### src/hdl/ptr_pkg.sv
`timescale 1ns / 1ps

package ptr_pkg;

	localparam int PALETTE_DEPTH = 64;
	localparam int PAL_AW        = $clog2(PALETTE_DEPTH);
	localparam int TILE_WIDTH    = 8;
	localparam int COL_W         = $clog2(TILE_WIDTH);

	localparam logic [7:0] ALPHA_OPAQUE = 8'hFF;

	// configuration register indexes
	localparam logic [1:0] REG_IMAGE_WIDTH      = 2'd0;
	localparam logic [1:0] REG_IMAGE_HEIGHT     = 2'd1;
	localparam logic [1:0] REG_TRANSPARENT_ZERO = 2'd2;

	// request opcodes
	localparam logic OP_PALETTE_LOAD = 1'b0;
	localparam logic OP_DRAW_ROW     = 1'b1;

	// colour code that may be transparent
	localparam logic [1:0] CODE_BACKDROP = 2'd0;

	// one column leaving the row sequencer
	typedef struct packed {
		logic [1:0]        code;
		logic [PAL_AW-1:0] pal_idx;
		logic [15:0]       tile_x;
		logic [15:0]       tile_y;
		logic [2:0]        row;
		logic [COL_W-1:0]  col;
		logic              last;
	} col_t;

	// one pixel after palette read and coordinate sums
	typedef struct packed {
		logic [23:0] rgb;
		logic [1:0]  code;
		logic [16:0] px;
		logic [16:0] py;
		logic        last;
	} pix_t;

	// palette index for a colour code, code 0 sits in the top byte
	function automatic logic [PAL_AW-1:0] pick_index(input logic [31:0] set,
		input logic [1:0] code);
		logic [PAL_AW-1:0] idx;
		case (code)
			2'd0: idx = set[24 +: PAL_AW];
			2'd1: idx = set[16 +: PAL_AW];
			2'd2: idx = set[8 +: PAL_AW];
			default: idx = set[0 +: PAL_AW];
		endcase
		return idx;
	endfunction

endpackage

### src/hdl/ptr_row_seq.sv
`timescale 1ns / 1ps

module ptr_row_seq (
	input  logic                clk,
	input  logic                arst_n,
	input  logic                ld,
	input  logic [7:0]          plane_low,
	input  logic [7:0]          plane_high,
	input  logic [31:0]         color_set,
	input  logic [15:0]         tile_x,
	input  logic [15:0]         tile_y,
	input  logic [2:0]          row_index,
	input  logic                nxt_rdy,
	output logic                free,
	output logic                col_valid,
	output ptr_pkg::col_t       col_out
);

	localparam logic [ptr_pkg::COL_W-1:0] LAST_COL = ptr_pkg::COL_W'(ptr_pkg::TILE_WIDTH - 1);

	logic                      valid_s1;
	logic [ptr_pkg::COL_W-1:0] col_q;
	logic [7:0]                plane_low_s1;
	logic [7:0]                plane_high_s1;
	logic [31:0]               color_set_s1;
	logic [15:0]               tile_x_s1;
	logic [15:0]               tile_y_s1;
	logic [2:0]                row_s1;

	logic                      issue;
	logic                      last;
	logic [ptr_pkg::COL_W-1:0] bit_sel;
	logic [1:0]                code;

	assign issue   = valid_s1 && nxt_rdy;
	assign last    = (col_q == LAST_COL);
	assign free    = !valid_s1 || (issue && last);
	// bit 7 is the leftmost column
	assign bit_sel = LAST_COL - col_q;
	assign code    = {plane_high_s1[bit_sel], plane_low_s1[bit_sel]};

	always_ff @(posedge clk or negedge arst_n) begin
		if (!arst_n) begin
			valid_s1 <= 1'b0;
			col_q    <= '0;
		end else if (ld) begin
			valid_s1 <= 1'b1;
			col_q    <= '0;
		end else if (issue) begin
			if (last) begin
				valid_s1 <= 1'b0;
			end
			col_q <= col_q + 1'b1;
		end
	end

	always_ff @(posedge clk) begin
		if (ld) begin
			plane_low_s1  <= plane_low;
			plane_high_s1 <= plane_high;
			color_set_s1  <= color_set;
			tile_x_s1     <= tile_x;
			tile_y_s1     <= tile_y;
			row_s1        <= row_index;
		end
	end

	always_comb begin
		col_out.code    = code;
		col_out.pal_idx = ptr_pkg::pick_index(color_set_s1, code);
		col_out.tile_x  = tile_x_s1;
		col_out.tile_y  = tile_y_s1;
		col_out.row     = row_s1;
		col_out.col     = col_q;
		col_out.last    = last;
	end

	assign col_valid = valid_s1;

	a_ld_when_free: assert property (@(posedge clk) disable iff (!arst_n)
		ld |-> free)
		else $error("row loaded while previous row still issuing");

	a_col_hold: assert property (@(posedge clk) disable iff (!arst_n)
		(valid_s1 && !issue && !ld) |=> $stable(col_q))
		else $error("column counter moved without issue");

	a_last_clears: assert property (@(posedge clk) disable iff (!arst_n)
		(issue && last && !ld) |=> !valid_s1)
		else $error("row still valid after last column");

endmodule

### src/hdl/ptr_pal_stage.sv
`timescale 1ns / 1ps

module ptr_pal_stage (
	input  logic                        clk,
	input  logic                        arst_n,
	input  logic                        wr_en,
	input  logic [ptr_pkg::PAL_AW-1:0]  wr_slot,
	input  logic [23:0]                 wr_rgb,
	input  logic                        col_valid,
	input  ptr_pkg::col_t               col_in,
	input  logic                        nxt_rdy,
	output logic                        rdy,
	output logic                        pix_valid,
	output ptr_pkg::pix_t               pix_out
);

	logic [23:0]   pal_mem [ptr_pkg::PALETTE_DEPTH];
	logic          valid_s2;
	ptr_pkg::pix_t pix_s2;
	logic          take;

	assign rdy  = !valid_s2 || nxt_rdy;
	assign take = col_valid && rdy;

	always_ff @(posedge clk or negedge arst_n) begin
		if (!arst_n) begin
			valid_s2 <= 1'b0;
		end else if (rdy) begin
			valid_s2 <= col_valid;
		end
	end

	// read sees the old entry when a load lands on the same edge
	always_ff @(posedge clk) begin
		if (wr_en) begin
			pal_mem[wr_slot] <= wr_rgb;
		end
		if (take) begin
			pix_s2.rgb  <= pal_mem[col_in.pal_idx];
			pix_s2.code <= col_in.code;
			pix_s2.px   <= {col_in.tile_x[15], col_in.tile_x} + 17'(col_in.col);
			pix_s2.py   <= {col_in.tile_y[15], col_in.tile_y} + 17'(col_in.row);
			pix_s2.last <= col_in.last;
		end
	end

	assign pix_valid = valid_s2;
	assign pix_out   = pix_s2;

endmodule

### src/hdl/ptr_pix_out.sv
`timescale 1ns / 1ps

module ptr_pix_out (
	input  logic               clk,
	input  logic               arst_n,
	input  logic               pix_valid,
	input  ptr_pkg::pix_t      pix_in,
	input  logic [15:0]        image_width,
	input  logic [15:0]        image_height,
	input  logic               transparent_zero,
	input  logic               out_stall,
	output logic               rdy,
	output logic               out_valid,
	output logic signed [15:0] pixel_x,
	output logic signed [15:0] pixel_y,
	output logic [31:0]        pixel_color,
	output logic               write_enable,
	output logic               last_pixel
);

	logic               valid_s3;
	logic signed [15:0] x_s3;
	logic signed [15:0] y_s3;
	logic [31:0]        color_s3;
	logic               we_s3;
	logic               last_s3;

	logic take;
	logic x_in;
	logic y_in;
	logic clear;

	assign rdy   = !valid_s3 || !out_stall;
	assign take  = pix_valid && rdy;
	// sums are 17 bit signed, a set sign bit is left of or above the image
	assign x_in  = !pix_in.px[16] && (pix_in.px[15:0] < image_width);
	assign y_in  = !pix_in.py[16] && (pix_in.py[15:0] < image_height);
	assign clear = transparent_zero && (pix_in.code == ptr_pkg::CODE_BACKDROP);

	always_ff @(posedge clk or negedge arst_n) begin
		if (!arst_n) begin
			valid_s3 <= 1'b0;
		end else if (rdy) begin
			valid_s3 <= pix_valid;
		end
	end

	always_ff @(posedge clk) begin
		if (take) begin
			x_s3     <= pix_in.px[15:0];
			y_s3     <= pix_in.py[15:0];
			color_s3 <= clear ? 32'h0 : {ptr_pkg::ALPHA_OPAQUE, pix_in.rgb};
			we_s3    <= x_in && y_in && !clear;
			last_s3  <= pix_in.last;
		end
	end

	assign out_valid    = valid_s3;
	assign pixel_x      = x_s3;
	assign pixel_y      = y_s3;
	assign pixel_color  = color_s3;
	assign write_enable = we_s3;
	assign last_pixel   = last_s3;

endmodule

### src/hdl/planar_tile_row_render_unit.sv
// planar tile row renderer
// input channel (in_valid / in_stall): one request per accepted edge. op selects a
// palette load (palette_slot, palette_rgb) or a row draw (plane_low, plane_high,
// color_set, tile_x, tile_y, row_index)
// a palette load is written at its accept edge and gives no pixel
// a row draw gives eight pixel requests on the output channel (out_valid /
// out_stall), left to right, last_pixel set on the eighth
// the first pixel of a row passes the row sequencer, the palette stage and the
// output register before it shows on out_valid; one pixel per cycle while out_stall
// is low, and the row sequencer holds a row while its eight columns issue;
// a load or the next row is taken in the same cycle the last column issues
// config port (cfg_we, cfg_index, cfg_data) sets image width, height and the
// transparent-zero mode; write only while no row is in flight
// reset: pipeline empties, width 256, height 240, transparent mode off;
// palette contents are undefined until loaded
// out_stall freezes the output register; upper stages keep filling bubbles,
// then in_stall rises; nothing is dropped or repeated
`timescale 1ns / 1ps

module planar_tile_row_render_unit (
	input  logic               clk,
	input  logic               arst_n,
	// configuration
	input  logic               cfg_we,
	input  logic [1:0]         cfg_index,
	input  logic [15:0]        cfg_data,
	// request channel
	input  logic               in_valid,
	output logic               in_stall,
	input  logic               op,
	input  logic [5:0]         palette_slot,
	input  logic [23:0]        palette_rgb,
	input  logic [7:0]         plane_low,
	input  logic [7:0]         plane_high,
	input  logic [31:0]        color_set,
	input  logic signed [15:0] tile_x,
	input  logic signed [15:0] tile_y,
	input  logic [2:0]         row_index,
	// pixel channel
	output logic               out_valid,
	input  logic               out_stall,
	output logic signed [15:0] pixel_x,
	output logic signed [15:0] pixel_y,
	output logic [31:0]        pixel_color,
	output logic               write_enable,
	output logic               last_pixel
);

	// configuration registers
	logic [15:0] image_width_q;
	logic [15:0] image_height_q;
	logic        transparent_zero_q;

	// handshake between stages
	logic          seq_free;
	logic          col_valid;
	ptr_pkg::col_t col;
	logic          pal_rdy;
	logic          pix_valid;
	ptr_pkg::pix_t pix;
	logic          out_rdy;

	logic accept;
	logic draw_ld;
	logic pal_wr;

	assign in_stall = !seq_free;
	assign accept   = in_valid && seq_free;
	assign draw_ld  = accept && (op == ptr_pkg::OP_DRAW_ROW);
	assign pal_wr   = accept && (op == ptr_pkg::OP_PALETTE_LOAD);

	always_ff @(posedge clk or negedge arst_n) begin
		if (!arst_n) begin
			image_width_q      <= 16'd256;
			image_height_q     <= 16'd240;
			transparent_zero_q <= 1'b0;
		end else if (cfg_we) begin
			case (cfg_index)
				ptr_pkg::REG_IMAGE_WIDTH:      image_width_q      <= cfg_data;
				ptr_pkg::REG_IMAGE_HEIGHT:     image_height_q     <= cfg_data;
				ptr_pkg::REG_TRANSPARENT_ZERO: transparent_zero_q <= cfg_data[0];
				default: ; // unused index, write dropped
			endcase
		end
	end

	// stage 1: holds the row, issues one column per cycle while stage 2 is ready
	ptr_row_seq u_row_seq (
		.clk        (clk),
		.arst_n     (arst_n),
		.ld         (draw_ld),
		.plane_low  (plane_low),
		.plane_high (plane_high),
		.color_set  (color_set),
		.tile_x     (tile_x),
		.tile_y     (tile_y),
		.row_index  (row_index),
		.nxt_rdy    (pal_rdy),
		.free       (seq_free),
		.col_valid  (col_valid),
		.col_out    (col)
	);

	// stage 2: palette read and coordinate sums
	ptr_pal_stage u_pal_stage (
		.clk       (clk),
		.arst_n    (arst_n),
		.wr_en     (pal_wr),
		.wr_slot   (palette_slot[ptr_pkg::PAL_AW-1:0]),
		.wr_rgb    (palette_rgb),
		.col_valid (col_valid),
		.col_in    (col),
		.nxt_rdy   (out_rdy),
		.rdy       (pal_rdy),
		.pix_valid (pix_valid),
		.pix_out   (pix)
	);

	// stage 3: clipping, transparency, output register
	ptr_pix_out u_pix_out (
		.clk              (clk),
		.arst_n           (arst_n),
		.pix_valid        (pix_valid),
		.pix_in           (pix),
		.image_width      (image_width_q),
		.image_height     (image_height_q),
		.transparent_zero (transparent_zero_q),
		.out_stall        (out_stall),
		.rdy              (out_rdy),
		.out_valid        (out_valid),
		.pixel_x          (pixel_x),
		.pixel_y          (pixel_y),
		.pixel_color      (pixel_color),
		.write_enable     (write_enable),
		.last_pixel       (last_pixel)
	);

	// a new row starts at its leftmost column
	a_row_start: assert property (@(posedge clk) disable iff (!arst_n)
		draw_ld |=> (col_valid && (col.col == '0)))
		else $error("row did not start at column zero");

	// palette writes never overtake reads of an earlier row
	a_load_order: assert property (@(posedge clk) disable iff (!arst_n)
		accept |-> (!col_valid || (pal_rdy && col.last)))
		else $error("request taken while row still issuing");

	// a written pixel always carries an opaque colour
	a_opaque_write: assert property (@(posedge clk) disable iff (!arst_n)
		(out_valid && write_enable) |-> (pixel_color[31:24] == ptr_pkg::ALPHA_OPAQUE))
		else $error("written pixel without opaque alpha");

endmodule
### config.mk
export PLATFORM = sky130hd
export DESIGN_NAME = planar_tile_row_render_unit
export DESIGN_NICKNAME = d
export VERILOG_FILES = /design/src/hdl/ptr_pkg.sv /design/src/hdl/ptr_row_seq.sv /design/src/hdl/ptr_pal_stage.sv /design/src/hdl/ptr_pix_out.sv /design/src/hdl/planar_tile_row_render_unit.sv
export SDC_FILE = /design/constraint.sdc
export NUM_CORES = 2
export LEC_CHECK = 0
export ABC_AREA = 1
export BUFFER_PORTS_ARGS = -buffer_cell sky130_fd_sc_hd__buf_2
export CAP_MARGIN = 20
export CORE_ASPECT_RATIO = 1.25
export CORE_MARGIN = 2
export CORE_UTILIZATION = 55
export DETAILED_ROUTE_END_ITERATION = 16
export GPL_TIMING_DRIVEN = 1
export HOLD_SLACK_MARGIN = 0.1
export PLACE_DENSITY = 0.72
export RECOVER_POWER = 25
export SKIP_CTS_REPAIR_TIMING = 1
export SYNTH_ARGS = -nofsm -noshare
export SYNTH_HDL_FRONTEND = slang
export SYNTH_SLANG_ARGS = --single-unit
### constraint.sdc
create_clock -name clk -period 4.5 [get_ports clk]
set_clock_uncertainty 0.1 [all_clocks]
set_input_delay 0.9 -clock clk [delete_from_list [all_inputs] [get_ports clk]]
set_output_delay 0.9 -clock clk [all_outputs]
set_load 0.02 [all_outputs]
==> qor.csv <==
metric,value,unit
clock_latency,830,ps
ios,205,
worst-path-max-fanout,42,
grt_use_total,28.9,%
arrival,4700,ps
cp-startpoint,u_row_seq.col_q[0]$_DFFE_PN0P_,
cts_buffers,171,
synth_area,77200,um2
syn_to_final_growth,11.3,%
gp_congestion,0.875,
fin_nets,7047,
synth_area_per_cell,11.5,um2
synth.most_common_cell,edfxtp_1,
ys_ff_latch,1770,
critPathCaptureType,flip-flop,
synth_flop_cell,edfxtp_1,
maxCapViolations,18,
final.setup.tns,0,ps
violations,"max-capacitance violations, max-slew violations",
synth_top_area_share,67.3,%
relSlewSlack,-119,%
finalHoldViolations,0,
synth-edff-count,1731,
slew_viol_final,651,
rows,153,
die_y,423,um
crit_path_end,u_pal_stage.pix_out[58]$_DFFE_PP_,
clk_pin_slew_worst_paths,60,ps
min_period,4270,ps
dieArea,143000,um2
ant_nets,0,
synthTopCellsByArea,"edfxtp_1 67%, nand3_1 11%, nand3b_1 5.5%",
dr.pass1.iters,8,
coreArea,139000,um2
initial_core_util,55.5,%
r2r_end,u_pal_stage.pix_out[58]$_DFFE_PP_,
grt_antenna_before_repair,15,
hold_path.class,in -> reg,
cts_tree,yes,
postSynthCellCount,6717,
rsz0062_at_grt,no,
ys_seq_area_share,68.6,%
preCtsSetupSlack,398,ps
fmax,234,MHz
die_x,339,um
htree_num_levels,4,
drive_above_1_share,9.82,%
drt_iter0_drc,6701,
post_drt_via_cell_ratio,5.88,
cts-root-buf,clkbuf_16,
dp_hpwl,122,mm
path_class,reg -> reg,
wire_per_inst,23.6,um
grt-ovfl-total,0,
grt_pass1_wl,310,mm
clock_path_buffers,3,
finalSetupViolations,0,
vias,52200,
setup_ws,234,ps
tightest_slew,3280,ps
cp.required,4930,ps
hold_depth,1,
status,"complete, but fails checks",
async_flop_share,2.20,%
clock_sinks,1770,
grt_pass1_vias,51000,
yosys-top-cells-count,"1,731 x edfxtp_1, 1,669 x nand3_1, 1,010 x nand2_1",
yosysTopAreaCell,edfxtp_1,
drcViolationCount,0,
r2r_slack,230,ps
port-buffer-count,196,
cp-start-kind,flip-flop,
syn_nets,6894,
synth.distinct_cells,42,
r2r.worst_path.cells,17,
hold_start,plane_low[5],
drt-total-wl,209,mm
yosysWarnings,0,
grt_max_degree,116,
reg2reg_from,u_row_seq.col_q[0]$_DFFE_PN0P_,
finalCritPeriodShare,94.8,%
==> through the flow <==
stage	instance area [um2]	hold WS, ps	utilization, %	cells
final	85900	161	61.7	8876
after floorplan	77200	300	-	6717
after global routing	85900	141	61.7	8870
after CTS	86000	104	61.8	8867
after detailed placement	80700	315	58.0	8557
after global placement	80700	309	58.0	8557
==> area by class of cell <==
type | count | area [um2]
fill | 10500 | 53300
sequential | 1770 | 53000
multi-input combinational | 3530 | 18400
clock buffer | 226 | 4660
inverter | 984 | 3720
timing repair buffer | 413 | 3250
tap | 1860 | 2330
clock inverter | 84 | 552
antenna | 9 | 22.5
==> cell families (layout without fill, tap and decap cells) <==
group,after synthesis,in the layout,share of synthesized area (%)
XOR/XNOR,28,28,0.318
flip-flops,1770,1770,68.6
buffers and inverters,1417,1707,7.85
AND/OR/NAND/NOR,3384,3384,22.0
adder cells (fa/ha/maj),40,40,0.668
other,0,9,0
AO/OA/AOI/OAI,78,78,0.548
==> layer usage <==
metal,GRT usage (%),wire length (um)
met2,46.5,99800
met4,18.3,13200
met1,36.7,75700
met3,4.46,20300
met5,0,59
==> cells in the final DEF (no fill, tap or decap), types with 5 or more instances in the layout <==
cell type | synthesis | final
a21oi_1 | 16 | 16
buf_12 | 0 | 56
buf_2 | 234 | 159
buf_4 | 26 | 158
bufinv_16 | 0 | 5
clkbuf_1 | 98 | 84
clkbuf_16 | 0 | 177
clkbuf_8 | 0 | 5
clkinv_1 | 1 | 42
clkinv_2 | 0 | 28
dfrtp_1 | 34 | 34
dfstp_2 | 5 | 5
diode_2 | 0 | 9
edfxtp_1 | 1731 | 1731
ha_1 | 38 | 38
inv_1 | 979 | 975
nand2_1 | 1010 | 1010
nand3_1 | 1669 | 1668
nand3b_1 | 565 | 565
nand4_1 | 14 | 14
nor2_1 | 109 | 44
nor2_2 | 1 | 65
o21ai_0 | 46 | 45
xnor2_1 | 9 | 9
xor2_1 | 19 | 19
==> worst min path at each step <==
| stage | slack, ps | endpoint |
|---|---|---|
| global placement | 310 | u_pix_out.last_pixel$_DFFE_PP_ |
| CTS | 100 | image_width_q[6]$_DFFE_PN0P_ |
| global route | 140 | u_row_seq.plane_low_s1[3]$_DFFE_PP_ |
| detailed placement | 320 | u_pix_out.last_pixel$_DFFE_PP_ |
| finish | 160 | u_row_seq.plane_low_s1[5]$_DFFE_PP_ |
| floorplan | 300 | u_pix_out.last_pixel$_DFFE_PP_ |
==> worst max-delay path, cell delays in order (launching register included) <==
cell	delay, ps
dfrtp_1	600
inv_4	110
nand2_1	80
nand3_1	90
nand2_1	90
nand2_1	50
nand2_1	340
nand3_1	200
nand3_4	310
buf_12	270
buf_4	500
nand3_1	140
nand3_1	130
nand3_1	90
nand3_1	110
nand3_1	90
nand3_1	430
nand2_1	130
==> sequential cells by signal (all words and copies together), names as in the netlist <==
register	flops
u_pal_stage.pix_valid	1
image_height_q	16
u_pix_out.pixel_color	25
u_row_seq.plane_high_s1	8
u_pix_out.last_pixel	1
u_pal_stage.pix_out	61
u_pal_stage.pal_mem	1536
u_pix_out.pixel_y	16
u_row_seq.col_valid	1
u_pix_out.pixel_x	16
u_row_seq.plane_low_s1	8
u_row_seq.row_s1	3
u_pix_out.out_valid	1
u_row_seq.color_set_s1	24
transparent_zero_q	1
u_pix_out.write_enable	1
u_row_seq.tile_y_s1	16
u_row_seq.tile_x_s1	16
u_row_seq.col_q	3
image_width_q	16
Power is not shown: default switching activity piles up to over one toggle a cycle in this logic, so the estimate is an artifact.
